--- src/rtl/tlps_pkg.sv ---
// shared types and constants for the traffic light pedestrian sequencer
package tlps_pkg;

  localparam int unsigned AddrW = 4;

  localparam logic [1:0] RegPhaseTicks = 2'd0;
  localparam logic [1:0] RegBlinkTicks = 2'd1;
  localparam logic [1:0] RegBlinkCount = 2'd2;

  localparam logic [15:0] PhaseTicksRst = 16'd5000;
  localparam logic [15:0] BlinkTicksRst = 16'd500;
  localparam logic [7:0]  BlinkCountRst = 8'd10;

  typedef struct packed {
    logic [15:0] phase_ticks;
    logic [15:0] blink_ticks;
    logic [7:0]  blink_count;
  } cfg_t;

  typedef struct packed {
    logic       car_green;
    logic       car_yellow;
    logic       car_red;
    logic       walk_green;
    logic       walk_yellow;
    logic       walk_red;
    logic [2:0] phase;
  } res_t;

endpackage

--- src/rtl/tlps_req_if.sv ---
// request channel carrying the pedestrian button flag of one tick
interface tlps_req_if;
  logic valid;
  logic ready;
  logic button_press;

  modport source (output valid, button_press, input ready);
  modport sink (input valid, button_press, output ready);
endinterface

--- src/rtl/tlps_rsp_if.sv ---
// result channel carrying the lamp states and phase of one tick
interface tlps_rsp_if;
  logic       valid;
  logic       ready;
  logic       car_green;
  logic       car_yellow;
  logic       car_red;
  logic       walk_green;
  logic       walk_yellow;
  logic       walk_red;
  logic [2:0] phase;

  modport source (output valid, car_green, car_yellow, car_red, walk_green, walk_yellow,
                  walk_red, phase, input ready);
  modport sink (input valid, car_green, car_yellow, car_red, walk_green, walk_yellow,
                walk_red, phase, output ready);
endinterface

--- src/rtl/traffic_light_pedestrian_sequencer_core.sv ---
// top level of the traffic light sequencer with pedestrian button
// usage:
//   req_i carries one request per time tick with the pedestrian button flag;
//   rsp_o returns one result per request: six lamp bits and the phase code
//   both channels use valid/ready, a transfer happens when both are high
//   an accepted request goes into the input register, then the phase logic
//   loads its result into the result register once that register is free
//   throughput is one request per cycle while rsp_o.ready stays high
//   when the receiver stalls, the result register holds its item and the
//   input register can still take one more request before req_i.ready drops
//   the apb port sets phase_ticks (0x0), blink_ticks (0x4) and blink_count (0x8);
//   write it only while no request is in flight
//   reset clears both pipeline valids, puts the sequencer in the car go phase
//   with zero counters, and loads the default timing 5000 / 500 / 10
module traffic_light_pedestrian_sequencer_core import tlps_pkg::*; #(
  parameter int unsigned COUNTER_BITS = 16
) (
  input  logic             clk_i,
  input  logic             rst_ni,
  tlps_req_if.sink         req_i,
  tlps_rsp_if.source       rsp_o,
  input  logic             psel,
  input  logic             penable,
  input  logic             pwrite,
  input  logic [AddrW-1:0] paddr,
  input  logic [31:0]      pwdata,
  output logic [31:0]      prdata,
  output logic             pready
);

  cfg_t cfg;
  res_t res;
  res_t out_res_q;
  logic s1_valid_q, s1_press_q, out_valid_q;
  logic out_free, step;

  tlps_cfg_regs u_cfg_regs (
    .clk_i   (clk_i),
    .rst_ni  (rst_ni),
    .psel    (psel),
    .penable (penable),
    .pwrite  (pwrite),
    .paddr   (paddr),
    .pwdata  (pwdata),
    .prdata  (prdata),
    .pready  (pready),
    .cfg_o   (cfg)
  );

  tlps_seq_core #(
    .COUNTER_BITS (COUNTER_BITS)
  ) u_seq_core (
    .clk_i   (clk_i),
    .rst_ni  (rst_ni),
    .step_i  (step),
    .press_i (s1_press_q),
    .cfg_i   (cfg),
    .res_o   (res)
  );

  assign out_free    = !out_valid_q || rsp_o.ready;
  assign step        = s1_valid_q && out_free;
  assign req_i.ready = !s1_valid_q || step;

  always_ff @(posedge clk_i or negedge rst_ni) begin
    if (!rst_ni) begin
      s1_valid_q  <= 1'b0;
      out_valid_q <= 1'b0;
    end else begin
      if (req_i.ready) s1_valid_q <= req_i.valid;
      if (out_free) out_valid_q <= s1_valid_q;
    end
  end

  always_ff @(posedge clk_i) begin
    if (req_i.valid && req_i.ready) s1_press_q <= req_i.button_press;
    if (step) out_res_q <= res;
  end

  assign rsp_o.valid       = out_valid_q;
  assign rsp_o.car_green   = out_res_q.car_green;
  assign rsp_o.car_yellow  = out_res_q.car_yellow;
  assign rsp_o.car_red     = out_res_q.car_red;
  assign rsp_o.walk_green  = out_res_q.walk_green;
  assign rsp_o.walk_yellow = out_res_q.walk_yellow;
  assign rsp_o.walk_red    = out_res_q.walk_red;
  assign rsp_o.phase       = out_res_q.phase;

  // car green and car red never lit together
  a_car_exclusive: assert property (@(posedge clk_i) disable iff (!rst_ni)
    rsp_o.valid |-> !(rsp_o.car_green && rsp_o.car_red))
    else $error("car green and red lit together");

  // walk green only while cars see red and walk red is dark
  a_walk_safe: assert property (@(posedge clk_i) disable iff (!rst_ni)
    (rsp_o.valid && rsp_o.walk_green) |-> (rsp_o.car_red && !rsp_o.walk_red))
    else $error("walk green without car red");

  // a pending request with a free result slot lands in the result register
  a_step_fills: assert property (@(posedge clk_i) disable iff (!rst_ni)
    step |=> out_valid_q)
    else $error("result lost after step");

  // input side is open whenever the pipeline holds nothing
  a_ready_empty: assert property (@(posedge clk_i) disable iff (!rst_ni)
    (!s1_valid_q && !out_valid_q) |-> req_i.ready)
    else $error("ready low with empty pipeline");

endmodule

--- src/rtl/tlps_cfg_regs.sv ---
// apb configuration registers for timing of phases and blinking
module tlps_cfg_regs import tlps_pkg::*; (
  input  logic             clk_i,
  input  logic             rst_ni,
  input  logic             psel,
  input  logic             penable,
  input  logic             pwrite,
  input  logic [AddrW-1:0] paddr,
  input  logic [31:0]      pwdata,
  output logic [31:0]      prdata,
  output logic             pready,
  output cfg_t             cfg_o
);

  cfg_t       cfg_q;
  logic       wr_en;
  logic [1:0] reg_idx;

  assign pready  = 1'b1;
  assign wr_en   = psel && penable && pwrite && pready;
  assign reg_idx = paddr[3:2];

  always_ff @(posedge clk_i or negedge rst_ni) begin
    if (!rst_ni) begin
      cfg_q.phase_ticks <= PhaseTicksRst;
      cfg_q.blink_ticks <= BlinkTicksRst;
      cfg_q.blink_count <= BlinkCountRst;
    end else if (wr_en) begin
      unique case (reg_idx)
        RegPhaseTicks: cfg_q.phase_ticks <= pwdata[15:0];
        RegBlinkTicks: cfg_q.blink_ticks <= pwdata[15:0];
        RegBlinkCount: cfg_q.blink_count <= pwdata[7:0];
        default: ;
      endcase
    end
  end

  always_comb begin
    unique case (reg_idx)
      RegPhaseTicks: prdata = {16'd0, cfg_q.phase_ticks};
      RegBlinkTicks: prdata = {16'd0, cfg_q.blink_ticks};
      RegBlinkCount: prdata = {24'd0, cfg_q.blink_count};
      default:       prdata = 32'd0;
    endcase
  end

  assign cfg_o = cfg_q;

endmodule

--- src/rtl/tlps_seq_core.sv ---
// phase state machine, tick and blink counters and lamp decode
module tlps_seq_core import tlps_pkg::*; #(
  parameter int unsigned COUNTER_BITS = 16
) (
  input  logic clk_i,
  input  logic rst_ni,
  input  logic step_i,
  input  logic press_i,
  input  cfg_t cfg_i,
  output res_t res_o
);

  localparam int unsigned PW = ((COUNTER_BITS > 16) ? COUNTER_BITS : 16) + 1;

  typedef enum logic [2:0] {
    PhGo       = 3'd0,
    PhWarn     = 3'd1,
    PhStop     = 3'd2,
    PhPrepare  = 3'd3,
    PhWalkWarn = 3'd4,
    PhCross    = 3'd5,
    PhWalkEnd  = 3'd6
  } phase_e;

  function automatic logic [PW-1:0] clip_period(input logic [15:0] v);
    logic [PW-1:0] cap;
    logic [PW-1:0] v_ext;
    cap   = PW'(1) << COUNTER_BITS;
    v_ext = PW'(v);
    return (v_ext > cap) ? cap : v_ext;
  endfunction

  function automatic phase_e next_phase(input phase_e p);
    phase_e n;
    unique case (p)
      PhGo:       n = PhWarn;
      PhWarn:     n = PhStop;
      PhStop:     n = PhPrepare;
      PhWalkWarn: n = PhCross;
      PhCross:    n = PhWalkEnd;
      default:    n = PhGo;
    endcase
    return n;
  endfunction

  phase_e                  phase_q, phase_d, phase_eff;
  logic [COUNTER_BITS-1:0] tick_q, tick_d, tick_eff;
  logic [7:0]              blink_q, blink_d, blink_eff;
  logic [PW-1:0]           blink_period, steady_period, tick_next;
  logic                    blink_on, steady, period_end, blink_end;

  assign blink_period  = clip_period(cfg_i.blink_ticks);
  assign steady_period = clip_period(cfg_i.phase_ticks);

  always_comb begin
    phase_eff = phase_q;
    tick_eff  = tick_q;
    blink_eff = blink_q;
    if (press_i) begin
      unique case (phase_q) inside
        PhGo, PhWarn: begin
          phase_eff = PhWalkWarn;
          tick_eff  = '0;
          blink_eff = '0;
        end
        PhStop, PhPrepare: begin
          phase_eff = PhCross;
          tick_eff  = '0;
          blink_eff = '0;
        end
        default: ;
      endcase
    end
  end

  assign blink_on  = PW'(tick_eff) < (blink_period >> 1);
  assign tick_next = PW'(tick_eff) + PW'(1);

  always_comb begin
    res_o       = '0;
    res_o.phase = 3'(phase_eff);
    unique case (phase_eff)
      PhGo: begin
        res_o.car_green = 1'b1;
        res_o.walk_red  = 1'b1;
      end
      PhWarn: begin
        res_o.car_green  = 1'b1;
        res_o.car_yellow = blink_on;
        res_o.walk_red   = 1'b1;
      end
      PhStop: begin
        res_o.car_red  = 1'b1;
        res_o.walk_red = 1'b1;
      end
      PhPrepare: begin
        res_o.car_red    = 1'b1;
        res_o.car_yellow = blink_on;
        res_o.walk_red   = 1'b1;
      end
      PhWalkWarn: begin
        res_o.car_green   = 1'b1;
        res_o.walk_red    = 1'b1;
        res_o.car_yellow  = blink_on;
        res_o.walk_yellow = blink_on;
      end
      PhCross: begin
        res_o.car_red    = 1'b1;
        res_o.walk_green = 1'b1;
      end
      PhWalkEnd: begin
        res_o.car_red     = 1'b1;
        res_o.walk_green  = 1'b1;
        res_o.car_yellow  = blink_on;
        res_o.walk_yellow = blink_on;
      end
      default: ;
    endcase
  end

  always_comb begin
    steady = 1'b0;
    unique case (phase_eff) inside
      PhGo, PhStop, PhCross: steady = 1'b1;
      default:               steady = 1'b0;
    endcase
  end

  assign period_end = steady ? (tick_next >= steady_period) : (tick_next >= blink_period);
  assign blink_end  = ({1'b0, blink_eff} + 9'd1) >= {1'b0, cfg_i.blink_count};

  always_comb begin
    phase_d = phase_eff;
    tick_d  = tick_eff + COUNTER_BITS'(1);
    blink_d = blink_eff;
    if (period_end) begin
      tick_d = '0;
      if (steady || blink_end) begin
        blink_d = '0;
        phase_d = next_phase(phase_eff);
      end else begin
        blink_d = blink_eff + 8'd1;
      end
    end
  end

  always_ff @(posedge clk_i or negedge rst_ni) begin
    if (!rst_ni) begin
      phase_q <= PhGo;
      tick_q  <= '0;
      blink_q <= '0;
    end else if (step_i) begin
      phase_q <= phase_d;
      tick_q  <= tick_d;
      blink_q <= blink_d;
    end
  end

endmodule
--- src/flat_wrapper.sv ---
// flat-port wrapper written by rule: the top's interface ports become plain ports
module traffic_light_pedestrian_sequencer_core_flat import tlps_pkg::*;
#(
  parameter int unsigned COUNTER_BITS = 16
)
  (clk_i, rst_ni, psel, penable, pwrite, paddr, pwdata, prdata, pready, req_i_valid, req_i_button_press, req_i_ready, rsp_o_valid, rsp_o_car_green, rsp_o_car_yellow, rsp_o_car_red, rsp_o_walk_green, rsp_o_walk_yellow, rsp_o_walk_red, rsp_o_phase, rsp_o_ready);
  tlps_req_if req_i_i ();
  tlps_rsp_if rsp_o_i ();
  input  logic clk_i;
  input  logic rst_ni;
  input  logic psel;
  input  logic penable;
  input  logic pwrite;
  input  logic [AddrW-1:0] paddr;
  input  logic [31:0] pwdata;
  output logic [31:0] prdata;
  output logic pready;
  input wire logic [$bits(req_i_i.valid)-1:0] req_i_valid;
  input wire logic [$bits(req_i_i.button_press)-1:0] req_i_button_press;
  output wire logic [$bits(req_i_i.ready)-1:0] req_i_ready;
  output wire logic [$bits(rsp_o_i.valid)-1:0] rsp_o_valid;
  output wire logic [$bits(rsp_o_i.car_green)-1:0] rsp_o_car_green;
  output wire logic [$bits(rsp_o_i.car_yellow)-1:0] rsp_o_car_yellow;
  output wire logic [$bits(rsp_o_i.car_red)-1:0] rsp_o_car_red;
  output wire logic [$bits(rsp_o_i.walk_green)-1:0] rsp_o_walk_green;
  output wire logic [$bits(rsp_o_i.walk_yellow)-1:0] rsp_o_walk_yellow;
  output wire logic [$bits(rsp_o_i.walk_red)-1:0] rsp_o_walk_red;
  output wire logic [$bits(rsp_o_i.phase)-1:0] rsp_o_phase;
  input wire logic [$bits(rsp_o_i.ready)-1:0] rsp_o_ready;
  assign req_i_i.valid = req_i_valid;
  assign req_i_i.button_press = req_i_button_press;
  assign req_i_ready = req_i_i.ready;
  assign rsp_o_valid = rsp_o_i.valid;
  assign rsp_o_car_green = rsp_o_i.car_green;
  assign rsp_o_car_yellow = rsp_o_i.car_yellow;
  assign rsp_o_car_red = rsp_o_i.car_red;
  assign rsp_o_walk_green = rsp_o_i.walk_green;
  assign rsp_o_walk_yellow = rsp_o_i.walk_yellow;
  assign rsp_o_walk_red = rsp_o_i.walk_red;
  assign rsp_o_phase = rsp_o_i.phase;
  assign rsp_o_i.ready = rsp_o_ready;
  traffic_light_pedestrian_sequencer_core #(.COUNTER_BITS(COUNTER_BITS)) u_core (.clk_i(clk_i), .rst_ni(rst_ni), .req_i(req_i_i), .rsp_o(rsp_o_i), .psel(psel), .penable(penable), .pwrite(pwrite), .paddr(paddr), .pwdata(pwdata), .prdata(prdata), .pready(pready));
endmodule
--- config.mk ---
export PLATFORM = sky130hd
export DESIGN_NAME = traffic_light_pedestrian_sequencer_core_flat
export DESIGN_NICKNAME = d
export VERILOG_FILES = /design/src/rtl/tlps_pkg.sv /design/src/rtl/tlps_req_if.sv /design/src/rtl/tlps_rsp_if.sv /design/src/rtl/traffic_light_pedestrian_sequencer_core.sv /design/src/rtl/tlps_cfg_regs.sv /design/src/rtl/tlps_seq_core.sv /design/src/flat_wrapper.sv
export SDC_FILE = /design/constraint.sdc
export NUM_CORES = 1
export LEC_CHECK = 0
export BUFFER_PORTS_ARGS = -buffer_cell sky130_fd_sc_hd__buf_2
export CORE_MARGIN = 4
export CORE_UTILIZATION = 40
export CTS_BUF_LIST = sky130_fd_sc_hd__clkbuf_4 sky130_fd_sc_hd__clkbuf_8
export CTS_CLUSTER_DIAMETER = 60
export DETAILED_ROUTE_END_ITERATION = 7
export GPL_TIMING_DRIVEN = 0
export PLACE_DENSITY = 0.6
export SLEW_MARGIN = 30
export SYNTH_ARGS = -nofsm -noshare
export SYNTH_HDL_FRONTEND = slang
export SYNTH_HIERARCHICAL = 1
export SYNTH_SLANG_ARGS = --single-unit
--- constraint.sdc ---
create_clock -name clk_i -period 9.15 [get_ports clk_i]
set_input_delay 2.745 -clock clk_i [delete_from_list [all_inputs] [get_ports clk_i]]
set_output_delay 2.745 -clock clk_i [all_outputs]
set_load 0.005 [all_outputs]
==> out/metrics.cfg, run 1 <==
[synthesis]
ys_ff_latch=79
syn_inst=576
synthAdderAreaFrac=0.124
synthDistinctLibCells=71
synth_top_area_share=0.248
syn-cell-area_um2=5640
async_flop_share=0.873
yosys-top-cells-area=dfrtp_1 25%, ha_1 12%, dfstp_2 6.1%, mux2_2 6.0%, edfxtp_1 5.3%
synth-xor-area-share=0.0279
synth_flop_cell=dfrtp_1
synthMuxAreaShare=0.115
yosys_warnings=6
avgSynthCellArea_um2=9.80
yosys.area.top_type=dfrtp_1
synthSimpleGateAreaFrac=0.161
synth_compound_area_frac=0.130
synth_top_family_by_area=simple AND/OR/NAND/NOR gates
synth_edf_count=10
seq_area_frac_synth=0.362

[clocking]
clock_latency_ns=0.37
clk_pin_slew_ns=0.07
clockBufferDepth=2
clkSinkCount=79
hold_buffers=0
postCtsSetupBuffers=0
clockRootBuffer=clkbuf_8
cts_resized=0
htreeDepth=3
cts_tree=built
cts_buffers=9

[sta]
fin_crit_sh=0.725
slew_viol_final=0
max-slew-margin-rel=0.520
skew_ns=0.0137
max_freq_mhz=151
setup_violations=0
tightest_slew_ns=0.717
hold_viol_final=0
tns_ns=0
min_period_ns=6.64
rsz0062_at_grt=false

[global_route]
overflow=0
grt_pass1_vias=4466
grt_pass1_wl_um=22400
antenna_found_initial=0
gr-usage-all-layers=0.174
grt_max_degree=45

[place]
place_area_um2=6220
dpl.hpwl_um=10500
io_buffers=52
gp_congestion=0.841

[route]
drt_iter0_markers=323
via_count=4447
drc=0
routed_wl_um=13500
routed_via_density=5.30
first_pass_iters=5
ant_nets=0
wl_per_cell_um=16.1

[worst_setup_path]
r2r_cells=18
cp.required_ns=6.41
end_kind=primary output
crit_arrival_ns=3.89
crit_start=paddr[3]
r2r_slack_ns=4.17
path_max_fanout=10
r2r-start=u_core/s1_press_q
critical_path_class=in2out
worstSetupEndpoint=prdata[4]
r2r_end=u_core/u_seq_core/tick_q[5]
start_kind=primary input

[floorplanning]
coreArea_um2=13800
die_w_um=127
die_h_um=127
num_rows=43
ios=88
initial_core_util=0.408
die_area_um2=16100

[run]
max_cap_violations=0

[layout]
finalNetCount=755
seq_area_um2=2040
final_cell_mix=56 x buf_2, 56 x dfrtp_1, 56 x nand2_1, 56 x ha_1, 47 x inv_1
syn_to_final_growth_pct=14.4
final_layout_size_suffix_gt1_frac=0.249
multiInputGateArea_um2=3220
diodes=0
design_area_um2=6460
n_fill_cell=1335

[power_and_ir_drop]
ir_worst_vdd_uv=160
power.density_nw_per_um2=225
total_leakage_power_nw=3.17

[hold_path]
hp-class=reg2reg

[status]
status=complete, no violations

## report_power, final
part / switching [W] / internal [W] / leakage (nW)
registers: 0.0000656 / 0.000453 / 0.928
logic: 0.000349 / 0.000268 / 2.12
clock network: 0.000128 / 0.000190 / 0.123
## state kept, by name, indices dropped and copies added, names as in the netlist, 3 cells and up
register and flops:
u_core/u_seq_core/phase_q 3, u_core/u_seq_core/tick_q 16, u_core/u_seq_core/blink_q 8, u_core/rsp_o.phase 3, u_core/u_cfg_regs/cfg_o 40
## how the worst min path moves through the flow
stage	startpoint	end	slack (ns)	cells after the start
global route	u_core/u_seq_core/blink_q[1]	u_core/u_seq_core/blink_q[1]	0.53	1
CTS	u_core/u_seq_core/tick_q[14]	u_core/u_seq_core/tick_q[14]	0.52	1
detailed placement	u_core/u_seq_core/tick_q[14]	u_core/u_seq_core/tick_q[14]	0.49	1
finish	u_core/u_seq_core/blink_q[1]	u_core/u_seq_core/blink_q[1]	0.52	1
floorplan	u_core/u_seq_core/tick_q[9]	u_core/u_seq_core/tick_q[9]	0.47	1
global placement	u_core/u_seq_core/tick_q[14]	u_core/u_seq_core/tick_q[14]	0.49	1
## layer usage
metal  up-vias  global-route usage  share of wire
met2       117               0.289           0.49
li1       2174                   -              -
met1      2142               0.229           0.45
met3        14              0.0387          0.051
met4         0              0.0461          0.013
met5         -                   0              0
## Yosys cell counts, types with 2 or more instances
library cell and count:
a211oi_1 2, a21boi_0 2, a21o_1 5, a21oi_1 23, a221oi_1 2, a22o_1 3
and2_1 16, and3_1 7, buf_2 5, buf_4 20, buf_6 2, clkbuf_1 12
conb_1 2, dfrtp_1 56, dfstp_2 13, edfxtp_1 10, ha_1 56, inv_1 47
mux2_2 30, mux2_4 10, mux2i_1 16, nand2_1 56, nand2b_1 4, nand3_1 11
nand4_1 12, nor2_1 30, nor2b_1 4, nor3_1 9, o211ai_1 7, o21a_1 3
o21ai_0 25, o22a_1 2, o22ai_1 2, o2bb2ai_1 15, or3_1 5, xnor2_1 8
xor2_1 10
## area by class of cell
| cell class | count | share of cell area |
|---|---|---|
| inverters | 48 | 0.0279 |
| multi-input cells | 424 | 0.498 |
| plain buffers | 40 | 0.0407 |
| clock inverters | 4 | 0.0147 |
| flip-flops and latches | 79 | 0.316 |
| clock buffers | 11 | 0.0225 |
| well taps | 180 | 0.0349 |
| repair buffers | 53 | 0.0450 |
## worst max-delay path: stages
cell	delay [ns]
buf_2	0.08
buf_2	0.20
nor2b_1	0.15
clkbuf_1	0.33
nand2_1	0.12
o21ai_0	0.12
buf_2	0.16
## metrics by stage
stage               std cells  hold slack, ns  worst slack [ns]  power, W  utilization
CTS                       839           0.518              2.51   0.00146        0.467
finish                    839           0.516              2.51   0.00145        0.467
detailed placement        824           0.492              2.53   0.00114        0.450
floorplan                 591           0.469              2.93  0.000955            -
global placement          823           0.495              2.55   0.00111        0.447
global route              839           0.532              2.40   0.00158        0.467
## cells by family (layout without fill, tap and decap cells)
kind of cell	after synthesis	in the layout
AOI/OAI and AO/OA	107	107
xor gates and xnor gates	18	18
adders and majority gates	56	56
buffers and inverters	88	156
DFF	79	79
muxes	56	56
other	2	17
and+or+nand+nor	170	170
Power figures use the tool's default switching activity.
==> inputs of run 2 (changes only) <==
--- a/config.mk
+++ b/config.mk
@@ -5,6 +5,7 @@
 export SDC_FILE = /design/constraint.sdc
 export NUM_CORES = 1
 export LEC_CHECK = 0
+export ABC_AREA = 1
 export BUFFER_PORTS_ARGS = -buffer_cell sky130_fd_sc_hd__buf_2
 export CORE_MARGIN = 4
 export CORE_UTILIZATION = 40
@@ -12,7 +13,7 @@
 export CTS_CLUSTER_DIAMETER = 60
 export DETAILED_ROUTE_END_ITERATION = 7
 export GPL_TIMING_DRIVEN = 0
-export PLACE_DENSITY = 0.6
+export PLACE_DENSITY = 0.62
 export SLEW_MARGIN = 30
 export SYNTH_ARGS = -nofsm -noshare
 export SYNTH_HDL_FRONTEND = slang
==> constraint.sdc (replaced) <==
create_clock -name clk_i -period 5.7 [get_ports clk_i]
set_input_delay 1.71 -clock clk_i [delete_from_list [all_inputs] [get_ports clk_i]]
set_output_delay 1.71 -clock clk_i [all_outputs]
set_load 0.005 [all_outputs]
==> out/metrics.cfg, run 2 <==
[worst_setup_path]
r2r_cells=23
cp_num_buf_inv=3
critical_path_class=in2out
crit_path_top_delay_cell=nor2_2
end_kind=primary output
path_common_cell=buf_2
path_depth=6
crit_arrival_ns=2.76
cp_cell_sequence=buf_2 > nor2_2 > buf_4 > nand2_1 > nand3_1 > buf_2
cp.required_ns=3.99
start_kind=primary input
cpPeakStageDelay_ns=0.38
critPathTopFamily=simple AND/OR/NAND/NOR gates
path_max_fanout=10

[route]
drt_iter0_markers=309
wl_per_cell_um=13.4
drc=0
first_pass_iters=5
routed_via_density=4.72
ant_nets=0
via_count=4951
routed_wl_um=14000

[floorplanning]
die_w_um=128
initial_core_util=0.412
coreArea_um2=14000
num_rows=43
die_area_um2=16400
ios=88
die_h_um=128

[sta]
max-slew-margin-rel=0.436
slew_viol_final=0
tns_ns=0
fin_crit_sh=0.785
hold_viol_final=0
tightest_slew_ns=0.845
min_period_ns=4.47
rsz0062_at_grt=false
max_freq_mhz=224
setup_violations=0
skew_ns=0.00923

[place]
gp_congestion=0.863
dpl.hpwl_um=11100
placed_cells=1034
io_buffers=52

[layout]
n_fill_cell=1449
final_cell_mix=303 x nand2_1, 101 x inv_1, 56 x dfrtp_1, 56 x ha_1, 54 x buf_2
diodes=0
final_layout_size_suffix_gt1_frac=0.171
finalNetCount=965
largest_reg_flops=40
layout_commonest_cell=nand2_1
fin_cells=1050
syn_to_final_growth_pct=12.8

[synthesis]
synth_top_area_share=0.243
syn-cell-area_um2=5770
yosys_warnings=6
ys_ff_latch=79
synthDistinctLibCells=40
seq_area_frac_synth=0.354
synth_most_common_cell=nand2_1
ys_top_cells_by_count=303 x nand2_1, 101 x inv_1, 56 x dfrtp_1, 56 x ha_1, 45 x nor2_1
async_flop_share=0.873
avgSynthCellArea_um2=7.34
yosys.area.top_type=dfrtp_1
synth_edf_count=10
syn_inst=786
synth_flop_cell=dfrtp_1
yosys-top-cells-area=dfrtp_1 24%, nand2_1 20%, ha_1 12%, inv_1 6.6%, dfstp_2 5.9%

[power_and_ir_drop]
switchingPower_w=0.000949
p_int_w=0.00128
total_leakage_power_nw=3.62
combPwrFrac=0.460
p_clk_frac=0.174
switching_share=0.427
power.density_nw_per_um2=342
ir_worst_vdd_uv=152
p_seq_frac=0.366
power_w=0.00222

[status]
status=complete, no violations

[clocking]
cts_buffers=9
htreeDepth=3
clk_pin_slew_ns=0.07
postCtsSetupBuffers=0
cts_tree=built
cts_resized=0
hold_buffers=0
clockBufferDepth=2
clockRootBuffer=clkbuf_8
clkSinkCount=79
clock_latency_ns=0.37

[hold_path]
hp-class=reg2reg
holdPathStages=2

[global_route]
gr-usage-all-layers=0.178
grt_pass1_vias=4801
antenna_found_initial=0
grt_pass1_wl_um=23400
overflow=0
grt_max_degree=40

[run]
max_cap_violations=0

## run 2: cell types whose count changed after synthesis, sizes merged, moves of 6 or more
cell and delta:
inv +61, nand3 +31, nand2 +255, clkbuf -10, nor2 +25, o2bb2ai -15
and3 -6, mux2i -16, and2 -17, mux2 -40, o211ai -6
## run 2: power groups by stage
stage | registers (W) | clock network, W | logic [W]
6_report | 0.000813 | 0.000388 | 0.00102
5_1_grt | 0.000830 | 0.000426 | 0.00120
4_1_cts | 0.000813 | 0.000404 | 0.00103
3_5_place_dp | 0.000823 | 0 | 0.00103
3_3_place_gp | 0.000822 | 0 | 0.00101
2_1_floorplan | 0.000799 | 0 | 0.000767
## run 2: worst register-to-register path, cell delays in order, from the launching register on
cell and delay, ns:
edfxtp_1 0.46, inv_1 0.12, nor2_2 0.06, buf_6 0.16, nor2_1 0.34, ha_1 0.28
nand3_2 0.13, nor3_4 0.21, nand3_2 0.16, nor2_4 0.16, nand2_1 0.08, xnor2_1 0.33
ha_1 0.31, a21o_1 0.16, a21oi_1 0.11, o21ai_0 0.12, nor3_1 0.15, nand2_1 0.06
nand2_1 0.10, nand2_2 0.09, nor2_4 0.20, buf_6 0.18, nand2_1 0.07, o21ai_1 0.09
## run 2: path summary, 6_finish.rpt
check | end | slack (ns) | from
max reg2reg | u_core/u_seq_core/tick_q[6] | 1.50 | u_core/s1_press_q
min reg2reg | u_core/u_cfg_regs/cfg_o[32] | 0.48 | u_core/u_cfg_regs/cfg_o[32]
min in group asynchronous | u_core/u_cfg_regs/cfg_o[37] | 1.27 | rst_ni
max | prdata[5] | 1.23 | paddr[3]
max in group asynchronous | u_core/u_cfg_regs/cfg_o[15] | 3.82 | rst_ni
min | u_core/u_cfg_regs/cfg_o[32] | 0.48 | u_core/u_cfg_regs/cfg_o[32]
## run 2: layout make-up
cell class	instances	area (um^2)	share of cell area
clock buffer	12	146	0.0225
tap	180	225	0.0346
buffer	32	248	0.0381
timing repair buffer	53	283	0.0435
sequential	79	2040	0.314
inverter	109	409	0.0629
clock inverter	4	25.0	0.00385
multi-input combinational	581	3130	0.481
## run 2: kinds of logic after synthesis
kind of cell / Yosys count / share of synthesized area
other: 2 / 0.00130
buffers and inverters: 141 / 0.114
XOR/XNOR: 18 / 0.0273
AND/OR/NAND/NOR: 431 / 0.324
adder cells (fa/ha/maj): 56 / 0.121
flip-flops: 79 / 0.354
AO/OA/AOI/OAI: 59 / 0.0577
## run 2: per-layer routing
| layer | global-route usage | part of all wire | vias up |
|---|---|---|---|
| met5 | 0 | 0 | - |
| met4 | 0.0668 | 0.016 | 0 |
| met3 | 0.0279 | 0.039 | 16 |
| met2 | 0.273 | 0.45 | 98 |
| met1 | 0.254 | 0.50 | 2242 |
| li1 | - | - | 2595 |
## run 2: metrics by stage
| step | setup WS (ns) | instance area (um^2) | hold slack, ns | util |
|---|---|---|---|---|
| 3_3_place_gp | 1.23 | 6310 | 0.463 | 0.451 |
| 5_1_grt | 1.17 | 6510 | 0.497 | 0.465 |
| 4_1_cts | 1.23 | 6510 | 0.478 | 0.465 |
| 6_report | 1.23 | 6510 | 0.479 | 0.465 |
| 3_5_place_dp | 1.23 | 6340 | 0.465 | 0.453 |
| 2_1_floorplan | 1.69 | 5820 | 0.449 | - |
